### src/rtl/core/se2pg_pkg.sv
// se2pg_pkg: shared types and constants of the se2 pose graph edge cost block
// opcodes, controller states, command struct, cordic constants and arctangent table
// no dependencies
`timescale 1ns / 1ps

package se2pg_pkg;

  typedef enum logic [1:0] {
    OP_POSE  = 2'd0,
    OP_EDGE  = 2'd1,
    OP_CLEAR = 2'd2,
    OP_NONE  = 2'd3
  } op_e;

  typedef enum logic [3:0] {
    ST_IDLE,
    ST_DIFF,
    ST_CORDIC,
    ST_CFIX,
    ST_ROT,
    ST_ERR,
    ST_ET,
    ST_QUAD,
    ST_EDGE,
    ST_TOTAL,
    ST_DONE
  } state_e;

  // one command word per cycle from the controller to the datapath
  typedef struct packed {
    logic       capture;
    logic       diff;
    logic       cordic_step;
    logic       cordic_fix;
    logic       rot;
    logic       err;
    logic       et;
    logic       quad;
    logic       edge_fin;
    logic       total;
    logic [4:0] idx;
  } cmd_t;

  localparam int CNT_W  = 5;
  localparam int ERR_W  = 36;
  localparam int ET_W   = 20;
  localparam int ACC_W  = 112;
  localparam int MULA_W = 37;
  localparam int MULB_W = 36;
  localparam int PROD_W = MULA_W + MULB_W;
  localparam int QUAD_LAST = 23;
  localparam int ROT_LAST  = 4;

  localparam logic signed [33:0] GAIN_Q30 = 34'sd652032875;
  localparam logic [31:0]        PI_Q29   = 32'd1686629713;

  localparam logic signed [63:0] COST_MAX = 64'sh7FFF_FFFF_FFFF_FFFF;
  localparam logic signed [63:0] COST_MIN = 64'sh8000_0000_0000_0000;

  function automatic logic [31:0] atan_lut(input logic [4:0] k);
    logic [31:0] r;
    case (k)
      5'd0:    r = 32'h20000000;
      5'd1:    r = 32'h12E4051E;
      5'd2:    r = 32'h09FB385B;
      5'd3:    r = 32'h051111D4;
      5'd4:    r = 32'h028B0D43;
      5'd5:    r = 32'h0145D7E1;
      5'd6:    r = 32'h00A2F61E;
      5'd7:    r = 32'h00517C55;
      5'd8:    r = 32'h0028BE53;
      5'd9:    r = 32'h00145F2F;
      5'd10:   r = 32'h000A2F98;
      5'd11:   r = 32'h000517CC;
      5'd12:   r = 32'h00028BE6;
      5'd13:   r = 32'h000145F3;
      5'd14:   r = 32'h0000A2FA;
      5'd15:   r = 32'h0000517D;
      5'd16:   r = 32'h000028BE;
      5'd17:   r = 32'h0000145F;
      5'd18:   r = 32'h00000A30;
      5'd19:   r = 32'h00000518;
      5'd20:   r = 32'h0000028C;
      5'd21:   r = 32'h00000146;
      5'd22:   r = 32'h000000A3;
      5'd23:   r = 32'h00000051;
      default: r = 32'h0;
    endcase
    return r;
  endfunction

endpackage

### src/rtl/core/se2pg_ctrl.sv
// se2pg_ctrl: sequencer of the edge cost block
// walks difference, cordic, rotation, error, quadratic form, edge and total phases; uses se2pg_pkg
`timescale 1ns / 1ps

module se2pg_ctrl #(
  parameter int CORDIC_STEPS = 16
) (
  input  logic            clk_i,
  input  logic            rst_ni,
  input  logic            start_i,
  input  logic [1:0]      opcode_i,
  output logic            busy_o,
  output logic            done_o,
  output se2pg_pkg::cmd_t cmd_o
);

  se2pg_pkg::state_e state_q, state_d;
  logic [se2pg_pkg::CNT_W-1:0] cnt_q, cnt_d;

  always_ff @(posedge clk_i or negedge rst_ni) begin
    if (!rst_ni) begin
      state_q <= se2pg_pkg::ST_IDLE;
      cnt_q   <= '0;
    end else begin
      state_q <= state_d;
      cnt_q   <= cnt_d;
    end
  end

  always_comb begin
    state_d   = state_q;
    cnt_d     = cnt_q;
    cmd_o     = '0;
    cmd_o.idx = cnt_q;
    case (state_q)
      se2pg_pkg::ST_IDLE: begin
        if (start_i) begin
          cmd_o.capture = 1'b1;
          cnt_d         = '0;
          if (opcode_i == se2pg_pkg::OP_EDGE) state_d = se2pg_pkg::ST_DIFF;
          else state_d = se2pg_pkg::ST_DONE;
        end
      end
      se2pg_pkg::ST_DIFF: begin
        cmd_o.diff = 1'b1;
        cnt_d      = '0;
        state_d    = se2pg_pkg::ST_CORDIC;
      end
      se2pg_pkg::ST_CORDIC: begin
        cmd_o.cordic_step = 1'b1;
        if (cnt_q == se2pg_pkg::CNT_W'(CORDIC_STEPS - 1)) begin
          cnt_d   = '0;
          state_d = se2pg_pkg::ST_CFIX;
        end else begin
          cnt_d = cnt_q + 1'b1;
        end
      end
      se2pg_pkg::ST_CFIX: begin
        cmd_o.cordic_fix = 1'b1;
        cnt_d            = '0;
        state_d          = se2pg_pkg::ST_ROT;
      end
      se2pg_pkg::ST_ROT: begin
        cmd_o.rot = 1'b1;
        if (cnt_q == se2pg_pkg::CNT_W'(se2pg_pkg::ROT_LAST)) begin
          cnt_d   = '0;
          state_d = se2pg_pkg::ST_ERR;
        end else begin
          cnt_d = cnt_q + 1'b1;
        end
      end
      se2pg_pkg::ST_ERR: begin
        cmd_o.err = 1'b1;
        state_d   = se2pg_pkg::ST_ET;
      end
      se2pg_pkg::ST_ET: begin
        cmd_o.et = 1'b1;
        cnt_d    = '0;
        state_d  = se2pg_pkg::ST_QUAD;
      end
      se2pg_pkg::ST_QUAD: begin
        cmd_o.quad = 1'b1;
        if (cnt_q == se2pg_pkg::CNT_W'(se2pg_pkg::QUAD_LAST)) begin
          cnt_d   = '0;
          state_d = se2pg_pkg::ST_EDGE;
        end else begin
          cnt_d = cnt_q + 1'b1;
        end
      end
      se2pg_pkg::ST_EDGE: begin
        cmd_o.edge_fin = 1'b1;
        state_d        = se2pg_pkg::ST_TOTAL;
      end
      se2pg_pkg::ST_TOTAL: begin
        cmd_o.total = 1'b1;
        state_d     = se2pg_pkg::ST_DONE;
      end
      se2pg_pkg::ST_DONE: begin
        state_d = se2pg_pkg::ST_IDLE;
      end
      default: begin
        state_d = se2pg_pkg::ST_IDLE;
      end
    endcase
  end

  assign busy_o = (state_q != se2pg_pkg::ST_IDLE);
  assign done_o = (state_q == se2pg_pkg::ST_DONE);

endmodule

### config.mk
export PLATFORM = sky130hd
export DESIGN_NAME = se2pg_ctrl
export DESIGN_NICKNAME = d
export VERILOG_FILES = /design/src/rtl/core/se2pg_pkg.sv /design/src/rtl/core/se2pg_ctrl.sv
export SDC_FILE = /design/constraint.sdc
export NUM_CORES = 1
export LEC_CHECK = 0
export BUFFER_PORTS_ARGS = -buffer_cell sky130_fd_sc_hd__buf_2
export CAP_MARGIN = 0
export CORE_MARGIN = 3
export CORE_UTILIZATION = 53
export CTS_BUF_LIST = sky130_fd_sc_hd__clkbuf_16
export CTS_CLUSTER_DIAMETER = 50
export DETAILED_ROUTE_END_ITERATION = 6
export PLACE_DENSITY = 0.8
export SETUP_SLACK_MARGIN = 0.5
export SYNTH_ARGS = -nofsm -noshare
export SYNTH_HDL_FRONTEND = slang
export SYNTH_SLANG_ARGS = --single-unit
### constraint.sdc
create_clock -name clk_i -period 3.81 [get_ports clk_i]
set_input_delay 0.1905 -clock clk_i [delete_from_list [all_inputs] [get_ports clk_i]]
set_output_delay 0.1905 -clock clk_i [all_outputs]
set_load 0.02 [all_outputs]
======== Word level (Yosys, flattened, before mapping) ========
Cells that the tools add are included.
operators by class
  add/sub/neg operators ................... 1
  eq/ne operators ......................... 18
  multiplexer cells ....................... 22
  reductions and logical operators ........ 6
operators with widths
  operator               count
  $pmux W4 S10           1
  $pmux W5 S5            1
  $mux W4                5
  $mux W5                4
  $eq A4 B3 Y1 const B   4
  $eq A4 B4 Y1 const B   3
  $mux W1                11
  $eq A4 B2 Y1 const B   2
  $ne A2 B2 Y1 const B   4
  $add A5 B1 Y5 const B  1
  $eq A5 B3 Y1 const B   1
  $eq A5 B4 Y1 const B   1
  $eq A5 B5 Y1 const B   1
  $reduce_bool A5 Y1     1
  $eq A4 B1 Y1 const B   1
  $logic_not A4 Y1       1
  $reduce_and A4 Y1      1
  $reduce_bool A4 Y1     1
  $reduce_or A3 Y1       1
  $eq A2 B1 Y1 const B   1
  $reduce_and A2 Y1      1
word-level totals
  flip-flop bits (word level) ............. 9
  output and inout port bits .............. 17
  word-level logic and storage cells ...... 49

======== Longest topological paths before layout ========
Gate-level depths: netlist of run 1.
  depth in word-level cells ............... 4
  mapped depth ............................ 7

======== Least setup slack after synthesis of run 1 ========
Ideal clock, no wire load.
  path kind ............................... register to register
  start ................................... register cnt_q[1] (netlist name)
  end ..................................... register state_q[1]
  library setup time ...................... 0.104 ns
  arrival ................................. 1.583 ns
  setup slack ............................. 2.124 ns
  stages on the path, launching flop included .. 6
  period minus slack after synthesis ...... 1.686 ns
  cells stage by stage .................... dfrtp_1 > ha_1 > and4b_4 > o22ai_2 > a21o_1 > o41ai_2
between the ends
  word-level cells in the longest chain between the ends .. 3
  elaborated cells on any way between the ends .. 7
  classes of those cells .................. eq/ne: 6; reduce/logical: 1
RTL lines
  item                                        RTL line          text
  start: declaration                          se2pg_ctrl.sv:18  logic [se2pg_pkg::CNT_W-1:0] cnt_q, cnt_d;
  start signal: assignment                    se2pg_ctrl.sv:26  cnt_q <= cnt_d;
  $eq A5 B5 Y1, or another cell as far along  se2pg_ctrl.sv:83  if (cnt_q == se2pg_pkg::CNT_W'(se2pg_pkg::QUAD_LAST)) begin
  $ne A2 B2 Y1 (no source line)               -
  $reduce_and A4 Y1 (no source line) *        -
  end signal: assignment                      se2pg_ctrl.sv:22  state_q <= se2pg_pkg::ST_IDLE;
  end signal: assignment                      se2pg_ctrl.sv:25  state_q <= state_d;
  end: declaration                            se2pg_ctrl.sv:17  se2pg_pkg::state_e state_q, state_d;
Mark *: on every way between the ends. The rest lies on a longest branch, timed or not.
A chain may end at the register's enable or synchronous reset.

==> results of run 1 <==
-- per-layer routing --
metal,wire length [um],share of wire (%),global-route usage [%],vias to the layer above
li1,-,-,-,357
met2,874,49,33.3,28
met4,35,2.0,8.43,0
met3,126,7.0,8.05,6
met5,0,0,0,-
met1,758,42,26.2,352
-- cell usage in the layout, fill, tap and decap left out, types with 4 or more instances in the layout --
cell,count
nor3_1,4
dfrtp_1,9
ha_1,4
nand2_1,8
buf_2,21
nor2_1,13
inv_1,6
-- power groups by stage --
stage | combinational (uW) | sequential [uW] | clock, uW
after floorplan | 341 | 165 | 0
after global placement | 382 | 200 | 0
after detailed placement | 392 | 202 | 0
after CTS | 397 | 203 | 184
after global routing | 435 | 215 | 190
final | 396 | 204 | 181
-- Yosys cell counts (2+ instances only) --
cell / instances
a21oi_1: 2
nor2b_1: 3
inv_2: 2
nand3_1: 3
nand2_1: 8
ha_1: 4
nor2_1: 13
o32ai_1: 2
nor3_1: 4
inv_1: 5
nand2b_1: 3
a211oi_1: 2
dfrtp_1: 9
o21ai_0: 2
-- state kept, by name, summed over array words and instances, names as in the netlist --
register  flops
cnt_q         5
state_q       4
-- final cells by class --
class	count	share of cell area (%)
Timing Repair Buffer	22	12.6
Clock buffer	3	8.20
Sequential cell	9	24.6
Tap cell	14	1.91
Multi-Input combinational cell	67	49.5
Clock inverter	1	0.410
Inverter	7	2.87
-- critical path: stages (launching register included) --
cell and delay [ns]:
dfrtp_1 0.56, inv_2 0.12, nor2_1 0.24, nand3_1 0.20, inv_2 0.11, buf_2 0.16
-- logic make-up after synthesis --
logic type      count (synthesis)  share of synthesized area [%]
fa+ha+maj                       4                           6.84
buf+inv                        11                           7.35
flops                           9                           30.8
simple gates                   43                           32.3
compound gates                 19                           21.2
mux                             1                           1.54
-- path summary, 6_finish.rpt --
kind                            depth (start not counted)          to
worst max-delay path                                    5    cmd_o[7]
worst min-delay path                                    2    cnt_q[3]
worst max register to register                          6  state_q[1]
worst min register to register                          2    cnt_q[4]
max in group asynchronous                               2    cnt_q[1]
min in group clk_i                                      4  state_q[0]
-- through the flow --
stage | instance area [um^2] | utilization [%] | hold WS, ns
2_1_floorplan | 732 | - | -0.105
3_3_place_gp | 827 | 68.9 | 0.0493
3_5_place_dp | 827 | 68.9 | 0.0516
4_1_cts | 916 | 76.3 | 0.345
5_1_grt | 916 | 76.3 | 0.364
6_report | 916 | 76.3 | 0.352
==> impl_metrics.tcl, run 1 <==
set metrics [dict create \
    io_buffer_count 21 \
    nNetsFinal 119 \
    internal_power_uw 422 \
    clk_latency_ns 0.23 \
    start_util_pct 60.9 \
    drt_iter0_markers 15 \
    htreeDepth 1 \
    ys.flop_type "dfrtp_1" \
    dp.cells 118 \
    status "finished, final reports clean" \
    via_per_inst 6.04 \
    regToRegStartpoint "cnt_q[0]" \
    critPathCaptureType "output pin" \
    power_frac_comb_pct 50.8 \
    ys_seq_elements 9 \
    slew-limit-headroom_pct 70.0 \
    ir_worst_vdd_mv 0.655 \
    hold_viol 0 \
    register_area_um2 225 \
    grt_pass1_wl_um 2940 \
    p_sw_uw 359 \
    p_per_area_nw_per_um2 853 \
    ys_seq_area_share_pct 30.8 \
    root_buffer "clkbuf_16" \
    crit_required_ns 3.62 \
    p_leak_uw 0.000473 \
    yosys_warnings 0 \
    worst_pin_slew_ns 0.451 \
    netSwitchingFraction_pct 46.0 \
    cts_tree "built" \
    core.rowCount 12 \
    critPathKind "flip-flop to output pin" \
    place_ws_ns 2.11 \
    ys_types 39 \
    drt_wl_total_um 1790 \
    die_area_um2 1860 \
    area_delta_synth_final_pct 25.1 \
    cp.arrival_ns 1.64 \
    cts_buffers 3 \
    layout-drive-gt1-share_pct 33.0 \
    grt.overflow.total 0 \
    synth_edf_count 0 \
    maxCapViolations 0 \
    worstHoldPathType "input pin to async pin" \
    hpwlAfterDp_um 1310 \
    crit_start "state_q[2]" \
    synth_top_area_share_pct 30.8 \
    ctsLongestPathBuffers 2 \
    num_vias 743 \
    fin_crit_ns 1.83 \
    critPathLaunchType "flip-flop" \
    cts_post_setup_buffers_inserted 0 \
    grt_max_degree 15 \
    multi_input_area_um2 453 \
    clk_pin_slew_ns 0.04 \
    fmax_ghz 0.547 \
    setup_viol 0 \
    hold_buffers 1 \
    cts_sinks 9 \
    reg2reg_setup_slack_ns 2.08 \
    synth_top_area_cell "dfrtp_1" \
    synth_nets 96 \
    num_antenna_cells 0 \
    fin_ws_ns 1.98 \
    synth_top_cells_by_area "dfrtp_1 (31%), ha_1 (6.8%), nor2_1 (6.7%), nand2_1 (4.1%), nor3_1 (2.7%)" \
    drt-wirelength-per-cell_um 14.6 \
    synthArstFlopShare_pct 100 \
    fin_cells 123 \
    core_area_um2 1200 \
    p_seq_share_pct 26.1 \
    syn_inst 87 \
    gp_congestion 0.832 \
    grt_use_total_pct 21.4 \
    fin_setup_tns_ns 0 \
    finClkSkew_ns 0.00232 \
    die_x_um 43.2 \
    fillers 89 \
    cp_max_fo 11 \
    drv_slew 0 \
    synthesis.area_um2 732 \
    die_height_um 43.2 \
    period_share_pct 47.9 \
    pwr-share-clk_pct 23.1 \
    ant_nets 0 \
    ctsResizeCount 0 \
    grt_setup_unrepaired "false" \
    grt_pass1_vias 675 \
    avgSynthCellArea_um2 8.41 \
    io_pins 22 \
    drc_errors 0 \
    p_total_uw 781 \
    antenna_found_initial 0 \
    dr.pass1.iters 4 \
]
Note: power is estimated with default switching activity, not from simulation.
==> run 2: changes to the inputs <==
- CORE_UTILIZATION: 53 -> 49
- PLACE_DENSITY: 0.8 -> 0.75
- clock period: 3.81 -> 1.9 ns (I/O delays scaled with it)
==> impl_metrics.tcl, run 2 (synthesized netlist as in run 1, its figures left out) <==
set metrics [dict create \
    grt_use_total_pct 24.1 \
    p_total_uw 2290 \
    drc_errors 0 \
    cts_sinks 9 \
    drt-wirelength-per-cell_um 19.2 \
    die_area_um2 1990 \
    reg_top3 "cnt_q x5, state_q x4" \
    pwr-share-clk_pct 16.0 \
    start_util_pct 54.2 \
    finClkSkew_ns 0.00380 \
    ir_worst_vdd_mv 1.23 \
    hold_viol 0 \
    critPathSlowestCell "dfrtp_2" \
    die_x_um 44.7 \
    grt.overflow.total 0 \
    drt_iter0_markers 57 \
    htreeDepth 1 \
    fin_ws_ns 0.256 \
    maxCapViolations 0 \
    num_vias 911 \
    nNetsFinal 142 \
    place_ws_ns 0.306 \
    layout-drive-gt1-share_pct 62.1 \
    critPathCaptureType "flip-flop" \
    root_buffer "clkbuf_16" \
    status "finished, final reports clean" \
    grt_pass1_wl_um 3390 \
    critPathLaunchType "flip-flop" \
    netSwitchingFraction_pct 44.3 \
    final_cell_mix "buf_4 (22), buf_2 (19), nor2_1 (10)" \
    p_per_area_nw_per_um2 1850 \
    cp_max_fo 5 \
    critical_path.top_delay_family "flip-flops" \
    crit_required_ns 2.01 \
    clk_latency_ns 0.23 \
    cts_tree "built" \
    drv_slew 0 \
    gp_congestion 0.787 \
    setup_viol 0 \
    fin_crit_ns 1.64 \
    p_sw_uw 1010 \
    antenna_found_initial 0 \
    cts_buffers 3 \
    critPathKind "flip-flop to flip-flop" \
    period_share_pct 86.5 \
    fin_setup_tns_ns 0 \
    io_pins 22 \
    largest_reg_flops 5 \
    fin_cells 147 \
    worst_pin_slew_ns 0.338 \
    hpwlAfterDp_um 1270 \
    fmax_ghz 0.608 \
    final_common_cell "buf_4" \
    num_antenna_cells 0 \
    slew-limit-headroom_pct 77.4 \
    dr.pass1.iters 4 \
    clk_pin_slew_ns 0.04 \
    via_per_inst 6.20 \
    dp.cells 120 \
    grt_max_degree 12 \
    top_register "cnt_q" \
    ant_nets 0 \
    cpPeakStageDelay_ns 0.44 \
    cp.arrival_ns 1.76 \
    grt_pass1_vias 750 \
    path_cells "inv_2, ha_4, and4bb_2, o22ai_4, a21o_4, mux2_4" \
    area_delta_synth_final_pct 69.1 \
    internal_power_uw 1280 \
    grt_setup_unrepaired "true" \
    drt_wl_total_um 2820 \
    hold_slack_ns 0.252 \
    die_height_um 44.7 \
    ctsLongestPathBuffers 2 \
    power_frac_comb_pct 66.0 \
    io_buffer_count 21 \
    fillers 55 \
    path_buf_inv 1 \
    p_seq_share_pct 18.0 \
    p_leak_uw 0.000603 \
    worstHoldPathType "input pin to async pin" \
    core.rowCount 13 \
    core_area_um2 1350 \
]
## run 2: path summary, 6_finish.rpt
check | slack, ns | end | from | cells after the start
min reg2reg | 0.64 | cnt_q[4] | cnt_q[4] | 2
max | 0.26 | cnt_q[0] | cnt_q[1] | 6
min in group clk_i | 0.31 | state_q[3] | start_i | 3
max reg2reg | 0.26 | cnt_q[0] | cnt_q[1] | 6
min | 0.25 | cnt_q[4] | rst_ni | 2
max in group asynchronous | 1.44 | cnt_q[0] | rst_ni | 2
## run 2: worst register-to-register path, stage by stage, from the launching register on
cell and delay, ns:
dfrtp_2 0.44, inv_2 0.09, ha_4 0.12, and4bb_2 0.28, o22ai_4 0.09, a21o_4 0.25
mux2_4 0.26
## run 2: area by class of cell
cell class                 count  area, um^2  share of cell area [%]
multi-input combinational     67         577                    46.6
timing repair buffer          45         304                    24.6
sequential                     9         233                    18.8
clock buffer                   3        75.1                    6.07
inverter                       7        26.3                    2.12
tap                           15        18.8                    1.52
clock inverter                 1        3.75                   0.303
## run 2: what timing repair did
item	in CTS	in global routing
hold buffers	1	0
endpoints found under the hold margin	9	0
buffers inserted	12	10
endpoints found under the setup margin	17	16
pin swaps	4	3
resized for setup	12	23
## run 2: power groups by stage
stage          sequential (uW)  combinational, uW  clock, uW
2_1_floorplan              352                715          0
5_1_grt                    415               1610        378
4_1_cts                    408               1080        369
6_report                   411               1510        366
3_5_place_dp               419                827          0
3_3_place_gp               413                820          0
## run 2: through the flow
stage	cell area (um^2)	utilization (%)
finish	1240	91.7
global placement	868	64.3
floorplan	764	-
detailed placement	868	64.3
CTS	1080	80.3
global route	1240	91.7
## run 2: layer usage
layer / GRT usage, % / share of wire [%] / vias up
li1: - / - / 404
met1: 27.7 / 39 / 429
met2: 41.0 / 49 / 64
met3: 7.72 / 8.4 / 14
met4: 9.04 / 4.0 / 0
met5: 0 / 0 / -
